`config.mk`:
```
export PLATFORM = sky130hd
export DESIGN_NAME = scgi_header_parser
export DESIGN_NICKNAME = d
export VERILOG_FILES = /design/src/hdl/scgi_pkg.sv /design/src/hdl/scgi_cfg.sv /design/src/hdl/scgi_core.sv /design/src/hdl/scgi_obuf.sv /design/src/hdl/scgi_header_parser.sv
export SDC_FILE = /design/constraint.sdc
export NUM_CORES = 1
export LEC_CHECK = 0
export ABC_AREA = 0
export BUFFER_PORTS_ARGS = -buffer_cell sky130_fd_sc_hd__buf_2
export CORE_MARGIN = 2
export CORE_UTILIZATION = 59
export CTS_BUF_LIST = sky130_fd_sc_hd__clkbuf_8
export CTS_CLUSTER_SIZE = 28
export DETAILED_ROUTE_END_ITERATION = 8
export PLACE_DENSITY = 0.83
export SETUP_SLACK_MARGIN = 0.4
export SLEW_MARGIN = 20
export SYNTH_ARGS = -nofsm -noshare
export SYNTH_HDL_FRONTEND = slang
export SYNTH_SLANG_ARGS = --single-unit
```
`constraint.sdc`:
```
create_clock -name clk_i -period 4.5 [get_ports clk_i]
set_clock_uncertainty 0.05 [all_clocks]
set_input_delay 0.45 -clock clk_i [delete_from_list [all_inputs] [get_ports clk_i]]
set_output_delay 0.45 -clock clk_i [all_outputs]
set_load 0.02 [all_outputs]
```
`src/hdl/scgi_pkg.sv`:
```
// ----------------------------------------------------------------------------
// scgi_pkg
// Shared types and codes for the SCGI netstring header parser.
// ----------------------------------------------------------------------------
package scgi_pkg;

  // parser phases
  typedef enum logic [2:0] {
    PH_PREFIX  = 3'd0,
    PH_BODY    = 3'd1,
    PH_TERM    = 3'd2,
    PH_DONE    = 3'd3,
    PH_INVALID = 3'd4,
    PH_TOOLONG = 3'd5,
    PH_CLOSED  = 3'd6
  } phase_e;

  // byte_kind codes
  localparam logic [2:0] KIND_OTHER     = 3'd0;
  localparam logic [2:0] KIND_KEY       = 3'd1;
  localparam logic [2:0] KIND_VALUE     = 3'd2;
  localparam logic [2:0] KIND_KEY_END   = 3'd3;
  localparam logic [2:0] KIND_VALUE_END = 3'd4;

  // status codes
  localparam logic [2:0] ST_BUSY    = 3'd0;
  localparam logic [2:0] ST_DONE    = 3'd1;
  localparam logic [2:0] ST_INVALID = 3'd2;
  localparam logic [2:0] ST_TOOLONG = 3'd3;
  localparam logic [2:0] ST_CLOSED  = 3'd4;

  // configuration register map
  localparam int unsigned CFG_ADDR_W       = 3;
  localparam logic        REG_MAX_LENGTH   = 1'b0;
  localparam logic [15:0] MAX_LENGTH_RESET = 16'hFFFF;

  localparam logic [7:0] CHAR_COLON = 8'h3A;
  localparam logic [7:0] CHAR_ZERO  = 8'h30;
  localparam logic [7:0] CHAR_NINE  = 8'h39;
  localparam logic [7:0] CHAR_NUL   = 8'h00;

  typedef struct packed {
    logic [7:0] out_byte;
    logic [2:0] byte_kind;
    logic [2:0] status;
  } result_t;

endpackage

```
`src/hdl/scgi_cfg.sv`:
```
// ----------------------------------------------------------------------------
// scgi_cfg
// APB-style register file holding max_length.
// ----------------------------------------------------------------------------
module scgi_cfg (
  input  logic                                 clk_i,
  input  logic                                 rst_ni,
  input  logic                                 psel,
  input  logic                                 penable,
  input  logic                                 pwrite,
  input  logic [scgi_pkg::CFG_ADDR_W-1:0]      paddr,
  input  logic [31:0]                          pwdata,
  output logic [31:0]                          prdata,
  output logic                                 pready,
  output logic [15:0]                          max_length_o
);

  logic [15:0] max_length_q;
  logic        reg_sel;

  assign reg_sel = paddr[2];
  assign pready  = 1'b1;

  always_ff @(posedge clk_i or negedge rst_ni) begin
    if (!rst_ni) begin
      max_length_q <= scgi_pkg::MAX_LENGTH_RESET;
    end else if (psel && penable && pwrite && (reg_sel == scgi_pkg::REG_MAX_LENGTH)) begin
      max_length_q <= pwdata[15:0];
    end
  end

  always_comb begin
    prdata = '0;
    if (reg_sel == scgi_pkg::REG_MAX_LENGTH) begin
      prdata = {16'd0, max_length_q};
    end
  end

  assign max_length_o = max_length_q;

endmodule

```
`src/hdl/scgi_core.sv`:
```
// ----------------------------------------------------------------------------
// scgi_core
// Per-byte parser state and result logic; state advances on each accept.
// ----------------------------------------------------------------------------
module scgi_core #(
  parameter int unsigned PREFIX_LIMIT = 16,
  parameter int unsigned LENGTH_BITS  = 16
) (
  input  logic                     clk_i,
  input  logic                     rst_ni,
  input  logic                     accept_i,
  input  logic [7:0]               data_byte_i,
  input  logic                     stream_closed_i,
  input  logic                     new_request_i,
  input  logic [15:0]              max_length_i,
  output scgi_pkg::result_t        result_o
);

  localparam int unsigned CNT_W = $clog2(PREFIX_LIMIT + 1);
  localparam int unsigned PROD_W = LENGTH_BITS + 4;
  localparam int unsigned CMP_W = (LENGTH_BITS > 16) ? LENGTH_BITS : 16;
  localparam logic [CNT_W-1:0] CNT_LIMIT = CNT_W'(PREFIX_LIMIT);

  scgi_pkg::phase_e       phase_q, phase_d;
  logic [LENGTH_BITS-1:0] length_q, length_d;
  logic                   digits_done_q, digits_done_d;
  logic [CNT_W-1:0]       count_q, count_d;
  logic [LENGTH_BITS-1:0] remain_q, remain_d;
  logic                   in_value_q, in_value_d;

  logic [PROD_W-1:0]      prod;
  logic [LENGTH_BITS-1:0] length_acc;
  logic                   is_digit;
  logic                   is_final;
  logic                   too_long;
  logic [2:0]             kind;
  logic [2:0]             status;

  // length*10 + digit, saturating
  assign prod = (PROD_W'(length_q) << 3) + (PROD_W'(length_q) << 1)
              + PROD_W'(data_byte_i[3:0]);
  assign length_acc = (prod[PROD_W-1:LENGTH_BITS] != '0) ? '1 : prod[LENGTH_BITS-1:0];
  assign is_digit = (data_byte_i >= scgi_pkg::CHAR_ZERO) && (data_byte_i <= scgi_pkg::CHAR_NINE);
  assign too_long = CMP_W'(length_q) > CMP_W'(max_length_i);
  assign is_final = (phase_q == scgi_pkg::PH_DONE) || (phase_q == scgi_pkg::PH_INVALID) ||
                    (phase_q == scgi_pkg::PH_TOOLONG) || (phase_q == scgi_pkg::PH_CLOSED);

  always_comb begin
    phase_d       = phase_q;
    length_d      = length_q;
    digits_done_d = digits_done_q;
    count_d       = count_q;
    remain_d      = remain_q;
    in_value_d    = in_value_q;
    kind          = scgi_pkg::KIND_OTHER;

    if (new_request_i) begin
      phase_d       = scgi_pkg::PH_PREFIX;
      length_d      = '0;
      digits_done_d = 1'b0;
      count_d       = '0;
      remain_d      = '0;
      in_value_d    = 1'b0;
    end else if (stream_closed_i) begin
      if (!is_final) begin
        phase_d = scgi_pkg::PH_CLOSED;
      end
    end else begin
      case (phase_q)
        scgi_pkg::PH_PREFIX: begin
          count_d = count_q + 1'b1;
          if (data_byte_i == scgi_pkg::CHAR_COLON) begin
            if (length_q == '0) begin
              phase_d = scgi_pkg::PH_INVALID;
            end else if (too_long) begin
              phase_d = scgi_pkg::PH_TOOLONG;
            end else begin
              remain_d = length_q;
              phase_d  = scgi_pkg::PH_BODY;
            end
          end else begin
            if (!digits_done_q && is_digit) begin
              length_d = length_acc;
            end else begin
              digits_done_d = 1'b1;
            end
            if (count_d >= CNT_LIMIT) begin
              phase_d = scgi_pkg::PH_INVALID;
            end
          end
        end
        scgi_pkg::PH_BODY: begin
          if (data_byte_i == scgi_pkg::CHAR_NUL) begin
            kind       = in_value_q ? scgi_pkg::KIND_VALUE_END : scgi_pkg::KIND_KEY_END;
            in_value_d = !in_value_q;
          end else begin
            kind = in_value_q ? scgi_pkg::KIND_VALUE : scgi_pkg::KIND_KEY;
          end
          if (remain_q != '0) begin
            remain_d = remain_q - 1'b1;
          end
          if (remain_d == '0) begin
            phase_d = scgi_pkg::PH_TERM;
          end
        end
        scgi_pkg::PH_TERM: begin
          phase_d = scgi_pkg::PH_DONE;
        end
        default: begin
        end
      endcase
    end

    case (phase_d)
      scgi_pkg::PH_DONE:    status = scgi_pkg::ST_DONE;
      scgi_pkg::PH_INVALID: status = scgi_pkg::ST_INVALID;
      scgi_pkg::PH_TOOLONG: status = scgi_pkg::ST_TOOLONG;
      scgi_pkg::PH_CLOSED:  status = scgi_pkg::ST_CLOSED;
      default:              status = scgi_pkg::ST_BUSY;
    endcase
  end

  assign result_o.out_byte  = data_byte_i;
  assign result_o.byte_kind = kind;
  assign result_o.status    = status;

  always_ff @(posedge clk_i or negedge rst_ni) begin
    if (!rst_ni) begin
      phase_q       <= scgi_pkg::PH_PREFIX;
      length_q      <= '0;
      digits_done_q <= 1'b0;
      count_q       <= '0;
      remain_q      <= '0;
      in_value_q    <= 1'b0;
    end else if (accept_i) begin
      phase_q       <= phase_d;
      length_q      <= length_d;
      digits_done_q <= digits_done_d;
      count_q       <= count_d;
      remain_q      <= remain_d;
      in_value_q    <= in_value_d;
    end
  end

  // the missing-colon check must fire before the counter reaches the limit
  a_prefix_count: assert property (@(posedge clk_i) disable iff (!rst_ni)
    (phase_q == scgi_pkg::PH_PREFIX) |-> (count_q < CNT_LIMIT))
    else $error("prefix count reached limit while still in prefix");

  // body is only entered with bytes left to consume
  a_body_remain: assert property (@(posedge clk_i) disable iff (!rst_ni)
    (phase_q == scgi_pkg::PH_BODY) |-> (remain_q != '0))
    else $error("body phase with zero bytes remaining");

  // a final phase only leaves on a new request
  a_final_sticky: assert property (@(posedge clk_i) disable iff (!rst_ni)
    (accept_i && is_final && !new_request_i) |=> (phase_q == $past(phase_q)))
    else $error("final phase left without new request");

endmodule

```
`src/hdl/scgi_obuf.sv`:
```
// ----------------------------------------------------------------------------
// scgi_obuf
// Result register with a skid entry; decouples input stall from output stall.
// ----------------------------------------------------------------------------
module scgi_obuf (
  input  logic               clk_i,
  input  logic               rst_ni,
  input  logic               push_i,
  input  scgi_pkg::result_t  data_i,
  output logic               full_o,
  output logic               valid_o,
  input  logic               stall_i,
  output scgi_pkg::result_t  data_o
);

  logic              main_v_q, main_v_d;
  logic              skid_v_q, skid_v_d;
  scgi_pkg::result_t main_q, skid_q;
  logic              pop;
  logic              load_main;
  logic              load_skid;
  logic              main_from_skid;

  assign pop = main_v_q && !stall_i;

  always_comb begin
    main_v_d       = main_v_q;
    skid_v_d       = skid_v_q;
    load_main      = 1'b0;
    load_skid      = 1'b0;
    main_from_skid = 1'b0;
    if (!main_v_q || pop) begin
      if (skid_v_q) begin
        main_v_d       = 1'b1;
        skid_v_d       = 1'b0;
        load_main      = 1'b1;
        main_from_skid = 1'b1;
      end else begin
        main_v_d  = push_i;
        load_main = push_i;
      end
    end else if (push_i) begin
      skid_v_d  = 1'b1;
      load_skid = 1'b1;
    end
  end

  always_ff @(posedge clk_i or negedge rst_ni) begin
    if (!rst_ni) begin
      main_v_q <= 1'b0;
      skid_v_q <= 1'b0;
    end else begin
      main_v_q <= main_v_d;
      skid_v_q <= skid_v_d;
    end
  end

  always_ff @(posedge clk_i) begin
    if (load_main) begin
      main_q <= main_from_skid ? skid_q : data_i;
    end
    if (load_skid) begin
      skid_q <= data_i;
    end
  end

  assign full_o  = skid_v_q;
  assign valid_o = main_v_q;
  assign data_o  = main_q;

  // skid entry is only used behind a held result
  a_skid_behind_main: assert property (@(posedge clk_i) disable iff (!rst_ni)
    skid_v_q |-> main_v_q)
    else $error("skid entry valid while result register empty");

  // a push while the skid entry is in use would drop a result
  a_no_overrun: assert property (@(posedge clk_i) disable iff (!rst_ni)
    skid_v_q |-> !push_i)
    else $error("push while skid entry full");

endmodule

```
`src/hdl/scgi_header_parser.sv`:
```
// ----------------------------------------------------------------------------
// scgi_header_parser
// SCGI netstring header parser, one request byte per transaction.
// ----------------------------------------------------------------------------
// Input channel: data_byte_i, stream_closed_i, new_request_i with
// in_valid_i / in_stall_o. Output channel: out_byte_o, byte_kind_o, status_o
// with out_valid_o / out_stall_i. Each input transaction yields exactly one
// output transaction, in order.
// The parser state updates at the accepting edge, and the result is registered
// (in the result register, or in the skid entry) before it is offered.
// Throughput is one byte per cycle while in_stall_o is low; the per-byte state
// update (a x10 accumulate, a length compare, a down counter) is combinational.
// When the receiver stalls, the held result stays on the output and one more
// byte is taken into a skid entry; in_stall_o then rises until it drains.
// Reset clears the parser to the prefix phase and sets max_length to 65535.
// max_length is written over the APB port (byte address 0); the user must do so only while idle, unenforced.
// new_request_i restarts parsing; stream_closed_i ends it with status closed.
// ----------------------------------------------------------------------------
module scgi_header_parser #(
  parameter int unsigned PREFIX_LIMIT = 16,
  parameter int unsigned LENGTH_BITS  = 16
) (
  input  logic                             clk_i,
  input  logic                             rst_ni,
  input  logic                             in_valid_i,
  output logic                             in_stall_o,
  input  logic [7:0]                       data_byte_i,
  input  logic                             stream_closed_i,
  input  logic                             new_request_i,
  output logic                             out_valid_o,
  input  logic                             out_stall_i,
  output logic [7:0]                       out_byte_o,
  output logic [2:0]                       byte_kind_o,
  output logic [2:0]                       status_o,
  input  logic                             psel,
  input  logic                             penable,
  input  logic                             pwrite,
  input  logic [scgi_pkg::CFG_ADDR_W-1:0]  paddr,
  input  logic [31:0]                      pwdata,
  output logic [31:0]                      prdata,
  output logic                             pready
);

  logic              accept;
  logic              buf_full;
  logic [15:0]       max_length;
  scgi_pkg::result_t core_result;
  scgi_pkg::result_t out_result;

  assign in_stall_o = buf_full;
  assign accept     = in_valid_i && !buf_full;

  scgi_cfg u_cfg (
    .clk_i        (clk_i),
    .rst_ni       (rst_ni),
    .psel         (psel),
    .penable      (penable),
    .pwrite       (pwrite),
    .paddr        (paddr),
    .pwdata       (pwdata),
    .prdata       (prdata),
    .pready       (pready),
    .max_length_o (max_length)
  );

  scgi_core #(
    .PREFIX_LIMIT (PREFIX_LIMIT),
    .LENGTH_BITS  (LENGTH_BITS)
  ) u_core (
    .clk_i           (clk_i),
    .rst_ni          (rst_ni),
    .accept_i        (accept),
    .data_byte_i     (data_byte_i),
    .stream_closed_i (stream_closed_i),
    .new_request_i   (new_request_i),
    .max_length_i    (max_length),
    .result_o        (core_result)
  );

  scgi_obuf u_obuf (
    .clk_i   (clk_i),
    .rst_ni  (rst_ni),
    .push_i  (accept),
    .data_i  (core_result),
    .full_o  (buf_full),
    .valid_o (out_valid_o),
    .stall_i (out_stall_i),
    .data_o  (out_result)
  );

  assign out_byte_o  = out_result.out_byte;
  assign byte_kind_o = out_result.byte_kind;
  assign status_o    = out_result.status;

endmodule

```
==> results of run 1 <==
## layer usage
| layer | global-route usage, % | routed length, µm | vias up |
|---|---|---|---|
| met5 | 0 | 0 | - |
| met4 | 5.43 | 157 | 0 |
| met3 | 5.12 | 879 | 17 |
| met2 | 43.9 | 6620 | 204 |
| met1 | 34.3 | 5870 | 2380 |
| li1 | - | - | 2338 |
## report_power, final
| group | switching, mW | internal [mW] | leakage, nW | total (mW) |
|---|---|---|---|---|
| Combinational | 0.251 | 0.164 | 2.02 | 0.415 |
| Sequential | 0.0594 | 0.928 | 1.03 | 0.988 |
| Clock | 0.327 | 0.213 | 0.0940 | 0.539 |
## kinds of logic (layout without fill, tap and decap cells)
group	count (synthesis)	count (layout)	synth area share (%)
buffers and inverters	74	116	6.10
muxes	32	32	5.87
xor gates and xnor gates	18	18	2.62
and+or+nand+nor	191	191	17.0
DFF	88	88	39.3
AOI/OAI and AO/OA	153	153	17.9
other	2	17	0.125
adders and majority gates	52	52	11.1
## final cells by class
class / instances / share of cell area, %
clock buffer: 9 / 1.90
sequential: 88 / 36.1
tap: 133 / 2.55
timing repair buffer: 70 / 5.55
multi-input combinational: 463 / 51.2
inverter: 30 / 1.72
clock inverter: 7 / 0.938
## worst max-delay path by stage
stage,from,end,slack [ps],depth (start not counted)
floorplan,data_byte_i[3],u_core.length_q[10],980,11
global placement,data_byte_i[3],u_core.length_q[4],620,11
detailed placement,data_byte_i[3],u_core.length_q[2],570,11
CTS,u_core.length_q[2],u_core.length_q[2],700,10
global route,u_core.length_q[2],u_core.length_q[9],460,10
finish,u_core.length_q[2],u_core.length_q[2],690,10
## sequential cells by signal, summed over array words and instances (netlist names)
name	flops
u_core.remain_q	16
u_obuf.full_o	1
u_obuf.valid_o	1
u_cfg.max_length_o	16
u_obuf.data_o	14
u_core.digits_done_q	1
u_core.count_q	5
u_core.length_q	16
u_obuf.skid_q	14
u_core.phase_q	3
u_core.in_value_q	1
## cell usage in the layout, fill, tap and decap left out, types with 8 or more instances in the layout
| master | Yosys | routed |
|---|---|---|
| sky130_fd_sc_hd__conb_1 | 2 | 17 |
| sky130_fd_sc_hd__dfstp_2 | 16 | 16 |
| sky130_fd_sc_hd__mux2_2 | 26 | 26 |
| sky130_fd_sc_hd__inv_1 | 30 | 30 |
| sky130_fd_sc_hd__a21oi_1 | 31 | 30 |
| sky130_fd_sc_hd__o31ai_1 | 12 | 12 |
| sky130_fd_sc_hd__xor2_1 | 9 | 9 |
| sky130_fd_sc_hd__o21ai_1 | 17 | 17 |
| sky130_fd_sc_hd__edfxtp_1 | 28 | 28 |
| sky130_fd_sc_hd__nand2_1 | 39 | 39 |
| sky130_fd_sc_hd__xnor2_1 | 9 | 9 |
| sky130_fd_sc_hd__nor4_1 | 9 | 9 |
| sky130_fd_sc_hd__o21ai_0 | 18 | 18 |
| sky130_fd_sc_hd__dfrtp_1 | 44 | 44 |
| sky130_fd_sc_hd__nand3_1 | 10 | 10 |
| sky130_fd_sc_hd__buf_2 | 5 | 65 |
| sky130_fd_sc_hd__clkbuf_8 | 0 | 9 |
| sky130_fd_sc_hd__nor3_1 | 8 | 8 |
| sky130_fd_sc_hd__nor2_1 | 64 | 63 |
| sky130_fd_sc_hd__nand4_1 | 10 | 10 |
| sky130_fd_sc_hd__a221o_1 | 17 | 17 |
| sky130_fd_sc_hd__a21o_1 | 14 | 14 |
| sky130_fd_sc_hd__ha_1 | 50 | 50 |
## worst register-to-register path: cells and delay by family (launching register included)
| family | cells | cell delay (ps) |
|---|---|---|
| compound gates | 7 | 2200 |
| fa+ha+maj | 2 | 840 |
| flops | 1 | 510 |
| simple gates | 1 | 90 |
==> impl_results.md, run 1 <==
* Result of the run: finished, final reports clean
* CTS tree: built
* Path depth of the worst reg2reg path at 10
* Post-CTS Hold Fix Bufs at 0
* Max_slew headroom at about 32%
* Number of gates resized after cts at 0
* Share of the core filled with cells in the final layout at 66.6%
* Number of DRC markers in iteration 0 at 293
* Antenna-violating nets left at 0
* Clock slew at the register clock pins of the worst setup and hold paths at 100 ps
* Maximum root-to-sink buffer count at 2
* Register-to-register path setup slack at 690 ps
* Cell family with most CP delay: compound AO/OA/AOI/OAI gates
* Port-buffer cells at 65
* Area of the multi-input gates at 3350 µm²
* Placed inst area at between 6000 and 7000 µm²
* Class of the tightest hold or removal check: input port to asynchronous set/reset pin
* Critical path, cell by cell: fa_1 -> ha_1 -> a21o_1 -> a21o_1 -> a2111oi_2 -> o211ai_1 -> a31oi_2 -> nor4bb_1 -> o41a_1 -> a221o_1
* Reg area at 2360 µm²
* Top achievable clock speed at 263 MHz
* Cell area after layout at 6540 µm²
* Vias in the first global route at 4856
* Final Instance Count excl. Fillers at 800
* Most common cell type on the critical path: sky130_fd_sc_hd__a21o_1
* Die W at about 100 µm
* Global-route total usage across every layer at ~26%
* Die boundary height at roughly 100 µm
* Pin slew with the least headroom to its limit at between 1000 and 1500 ps
* R2R Path End: u_core.length_q[2]
* Cts bufs inserted at 9
* Unrepaired setup endpoints after global routing: no
* CP max-delay cell: sky130_fd_sc_hd__o41a_1
* Floorplan row count at 36
* Effective utilization at floorplan at between 60% and 70%
* Antenna violations before repair at 0
* Synthesized flop and latch total at 88
* Final routed DRC violation total at 0
* Core Area at 9820 µm²
* Post-layout worst setup margin at 693 ps
* Type of the worst setup path: flip-flop to flip-flop
* Top-Level Pins at 101
* Synthesized area at 6010 µm²
* Pin count of the biggest net entering global routing at between 60 and 70
* Overflow after GRT at 0
* Number of enable-type register cells in the synthesized netlist at 28
* Leakage Power at 3.15 nW
* Fraction of layout instances using a drive strength above 1 at between 20 and 25%
* Worst setup slack before clock tree synthesis at 571 ps
* Detail-routed net length per standard cell at approximately 17 µm
* Most area-consuming cells after synthesis: sky130_fd_sc_hd__dfrtp_1 18%, sky130_fd_sc_hd__edfxtp_1 14%, sky130_fd_sc_hd__ha_1 10%
* Final-layout fill cell count at ~800
* Number of vias in the routed layout at 4939
* Summed negative setup slack over all endpoints at 0 ps
* Final count of hold timing violations at 0
* Drt via density at 6.17
* Crit. End Element: flip-flop
* Total power divided by cell area at around 300 nW/µm²
* Data required time of the critical path at 4700 ps
* H-tree depth reported by CTS at 3
* Global-route wire length before repair at 23000 µm
* Root Driver: sky130_fd_sc_hd__clkbuf_8
* Nets@finish at roughly 770
* Sum of routed wire length over all layers at 13500 µm
* Critical path fanouts, max at 16
* Post-Place Cells at roughly 780
* Max-capacitance violation count at 0
* Total setup violations reported at the end of the flow at 0
* Count of antenna diodes in the layout at 0
* Arrival time at the worst endpoint at about 4000 ps
* Largest stage delay on the critical path at 620 ps
* TritonRoute pass-1 iters at 7
* Total Power Consumption at 1.94 mW
* Cell variety after synth at 75
* Synth Flop Type: sky130_fd_sc_hd__dfrtp_1
* Setup crit start kind: flip-flop
* Last weighted congestion value of the routability-driven placer at 0.927
* Hold Slack at 152 ps
* TritonCTS Sinks at 88
* Slew Limit Fails at 0
* Async set-or-reset flop fraction in the synthesized netlist at ~68%
* Synth warn at 0
* Post-CTS Setup Inserts at 0
* Source of the worst register-to-register timing path: u_core.length_q[2]
* Portion of synthesized cell area occupied by the leading cell type at 18.3%
* Leading cell type by number of instances after synthesis: sky130_fd_sc_hd__nor2_1
* Largest area contributor in the netlist: sky130_fd_sc_hd__dfrtp_1
* Part of the cycle the worst path needs at between 80% and 90%
* Relative area change from synthesis to final layout at 8.70%
* Maximum resistive drop on vdd at 0.196 mV
* Sequential cell area fraction in the yosys report at 39.3%
* Post-layout min period at ~3800 ps
* Post-DP HPWL at a little under 10000 µm
* Insertion delay to the later sink of the worst-skew pair at 370 ps
* Die Outline Area at around 11000 µm²
* Gate Count Post-Synth at 610
* Most used standard cells in the synthesized netlist: 64 x sky130_fd_sc_hd__nor2_1, 50 x sky130_fd_sc_hd__ha_1, 44 x sky130_fd_sc_hd__dfrtp_1
* Average instance area after synthesis at 9.86 µm²
* WP buf/inv at 0
No activity file was read; power rests on OpenSTA's default activity.
==> inputs of run 2 (changes only) <==
Settings changed: CORE_UTILIZATION 59 to 53, PLACE_DENSITY 0.83 to 0.79.
Clock period 4.5 ns to 3.15 ns, I/O delays scaled along.
==> impl_results.md, run 2 (same netlist as run 1, synthesis figures left out) <==
* WP buf/inv at 1 (+1)
* Global-route total usage across every layer at 25.5% (-0.26 points)
* Maximum resistive drop on vdd at 0.294 mV (+50%)
* R2R Path End: u_core.length_q[6]
* Top achievable clock speed at 290 MHz (+11%)
* Failing checks: setup timing
* Cell family with most CP delay: compound AO/OA/AOI/OAI gates
* Max-capacitance violation count at 0 (unchanged)
* Summed negative setup slack over all endpoints at -4650 ps (-4650 ps)
* Clock slew at the register clock pins of the worst setup and hold paths at 100 ps (about the same)
* Critical path fanouts, max at 16 (unchanged)
* Final count of hold timing violations at 0 (unchanged)
* Arrival time at the worst endpoint at 3650 ps (-360 ps)
* Crit. End Element: flip-flop
* H-tree depth reported by CTS at 3 (unchanged)
* Port-buffer cells at 65 (unchanged)
* Count of antenna diodes in the layout at 0 (unchanged)
* Global-route wire length before repair at 25700 µm (+12%)
* Maximum root-to-sink buffer count at 2 (unchanged)
* Die W at 111 µm (+5.3%)
* TritonRoute pass-1 iters at 5 (-2)
* Reg area at 2370 µm² (+0.16%)
* Final-layout fill cell count at 818 (+2.5%)
* Commonest cells after routing, fill and taps aside: 82 x sky130_fd_sc_hd__buf_4, 64 x sky130_fd_sc_hd__buf_2, 62 x sky130_fd_sc_hd__nor2_1
* Class of the tightest hold or removal check: input port to flip-flop
* Post-layout min period at 3440 ps (-362 ps)
* Sum of routed wire length over all layers at 16600 µm (+23%)
* Die Outline Area at 12200 µm² (+11%)
* Antenna-violating nets left at 0 (unchanged)
* Root Driver: sky130_fd_sc_hd__clkbuf_8
* Number of vias in the routed layout at 5471 (+11%)
* Type of the worst setup path: flip-flop to flip-flop
* Worst Hold Path EP: u_cfg.max_length_o[2]
* Insertion delay to the later sink of the worst-skew pair at 380 ps (about the same)
* Final routed DRC violation total at 0 (unchanged)
* Drt via density at 6.13 (-0.76%)
* Top-Level Pins at 101 (unchanged)
* Cts bufs inserted at 9 (unchanged)
* Depth of the worst hold-timing path at 2
* Total setup violations reported at the end of the flow at 24 (+24)
* Startpoint of the most critical hold path: pwdata[2]
* Pin count of the biggest net entering global routing at 44 (-28%)
* Nets@finish at 852 (+11%)
* Vias in the first global route at 5346 (+10%)
* Source of the worst register-to-register timing path: u_core.length_q[0]
* Data required time of the critical path at 3350 ps (-1350 ps)
* Slew Limit Fails at 0 (unchanged)
* Path depth of the worst reg2reg path at 11 (+1)
* Die boundary height at 111 µm (+5.3%)
* Register-to-register path setup slack at -290 ps (-990 ps)
* Pin slew with the least headroom to its limit at 1070 ps (+65.1 ps)
* CTS tree: built
* Overflow after GRT at 0 (unchanged)
* Worst setup slack before clock tree synthesis at -305 ps (-876 ps)
* Last weighted congestion value of the routability-driven placer at 0.931 (+0.41%)
* Fraction of layout instances using a drive strength above 1 at 36.7% (+15 points)
* Post-layout worst setup margin at -294 ps (-988 ps)
* Detail-routed net length per standard cell at 18.6 µm (+9.9%)
* CP max-delay cell: sky130_fd_sc_hd__fa_1
* Core Area at 10900 µm² (+11%)
* Leakage Power at 3.67 nW (+17%)
* Critical path, cell by cell: fa_1 -> ha_1 -> a21o_1 -> a21o_1 -> a2111oi_4 -> o211ai_1 -> a31oi_2 -> nor4bb_1 -> o41a_1 -> buf_6 -> a221o_1
* Area of the multi-input gates at 3700 µm² (+11%)
* Number of DRC markers in iteration 0 at 515 (+76%)
* Unrepaired setup endpoints after global routing: yes
* Total power divided by cell area at 385 nW/µm² (+30%)
* Most common cell type on the critical path: sky130_fd_sc_hd__a21o_1
* Post-DP HPWL at 11500 µm (+17%)
* Result of the run: complete, but fails checks
* TritonCTS Sinks at 88 (unchanged)
* Effective utilization at floorplan at 55.0% (-6.2 points)
* Total Power Consumption at 2.91 mW (+50%)
* Leading cell type in the layout, fill and taps excluded: sky130_fd_sc_hd__buf_4
* Part of the cycle the worst path needs at 109% (+25 points)
* Setup crit start kind: flip-flop
* Max_slew headroom at 28.1% (-4.1 points)
* Relative area change from synthesis to final layout at 25.5%
* Floorplan row count at 38 (+5.6%)
* Largest stage delay on the critical path at 540 ps (-80 ps)
* Antenna violations before repair at 0 (unchanged)
## run 2: cell types whose count changed in the layout (fill, tap and decap cells not counted), sizes merged
cell / delta
clkinv: -2
nor2b: +3
buf: +82
dlygate4sd3: +1
inv: +2
## run 2: final cells by class
type                       count  share of cell area (%)
tap                          140                    2.32
timing repair buffer         153                    13.4
multi-input combinational    466                    49.1
sequential                    88                    31.4
inverter                      30                    1.49
clock buffer                   9                    1.64
clock inverter                 7                   0.696
## run 2: repair_timing
| item | CTS | global route |
|---|---|---|
| pin swaps | 12 | 12 |
| resized for setup | 26 | 36 |
| endpoints found under the setup margin | 39 | 41 |
| endpoints found under the hold margin | 0 | 33 |
| gates cloned | 3 | 0 |
| setup buffers | 3 | 10 |
| hold buffers | 0 | 1 |
## run 2: worst max path at each step
stage,from,to,slack (ps),cells after the start
CTS,u_core.length_q[0],u_core.length_q[6],-220,11
global placement,data_byte_i[3],u_core.length_q[6],-190,12
global route,u_core.length_q[0],u_core.length_q[12],-340,11
finish,u_core.length_q[0],u_core.length_q[6],-290,11
detailed placement,data_byte_i[3],u_core.length_q[6],-310,12
floorplan,u_core.length_q[0],u_core.length_q[10],-140,11
## run 2: per-stage QoR
| step | hold WS, ps | utilization [%] | cell area [µm²] | std cells |
|---|---|---|---|---|
| 3_3_place_gp | 432 | 63.5 | 6940 | 860 |
| 6_report | 108 | 69.0 | 7550 | 893 |
| 5_1_grt | 111 | 69.0 | 7550 | 893 |
| 3_5_place_dp | 446 | 63.5 | 6940 | 860 |
| 4_1_cts | 85.5 | 66.6 | 7280 | 882 |
| 2_1_floorplan | -30.6 | - | 6150 | 625 |
## run 2: where the power goes
part	total (mW)	switching (mW)	internal, mW	leakage [nW]
sequential	1.41	0.0862	1.33	1.03
combinational	0.740	0.420	0.320	2.55
clock	0.754	0.458	0.296	0.0928
total	2.91	0.964	1.94	3.67
## run 2: per-layer routing
| layer | track usage [%] | vias up | wire length (µm) | share of wire, % |
|---|---|---|---|---|
| met1 | 32.0 | 2662 | 6570 | 40 |
| met3 | 4.99 | 44 | 1170 | 7.1 |
| met5 | 0 | - | 0 | 0 |
| met4 | 9.25 | 0 | 444 | 2.7 |
| li1 | - | 2511 | - | - |
| met2 | 43.9 | 254 | 8400 | 51 |
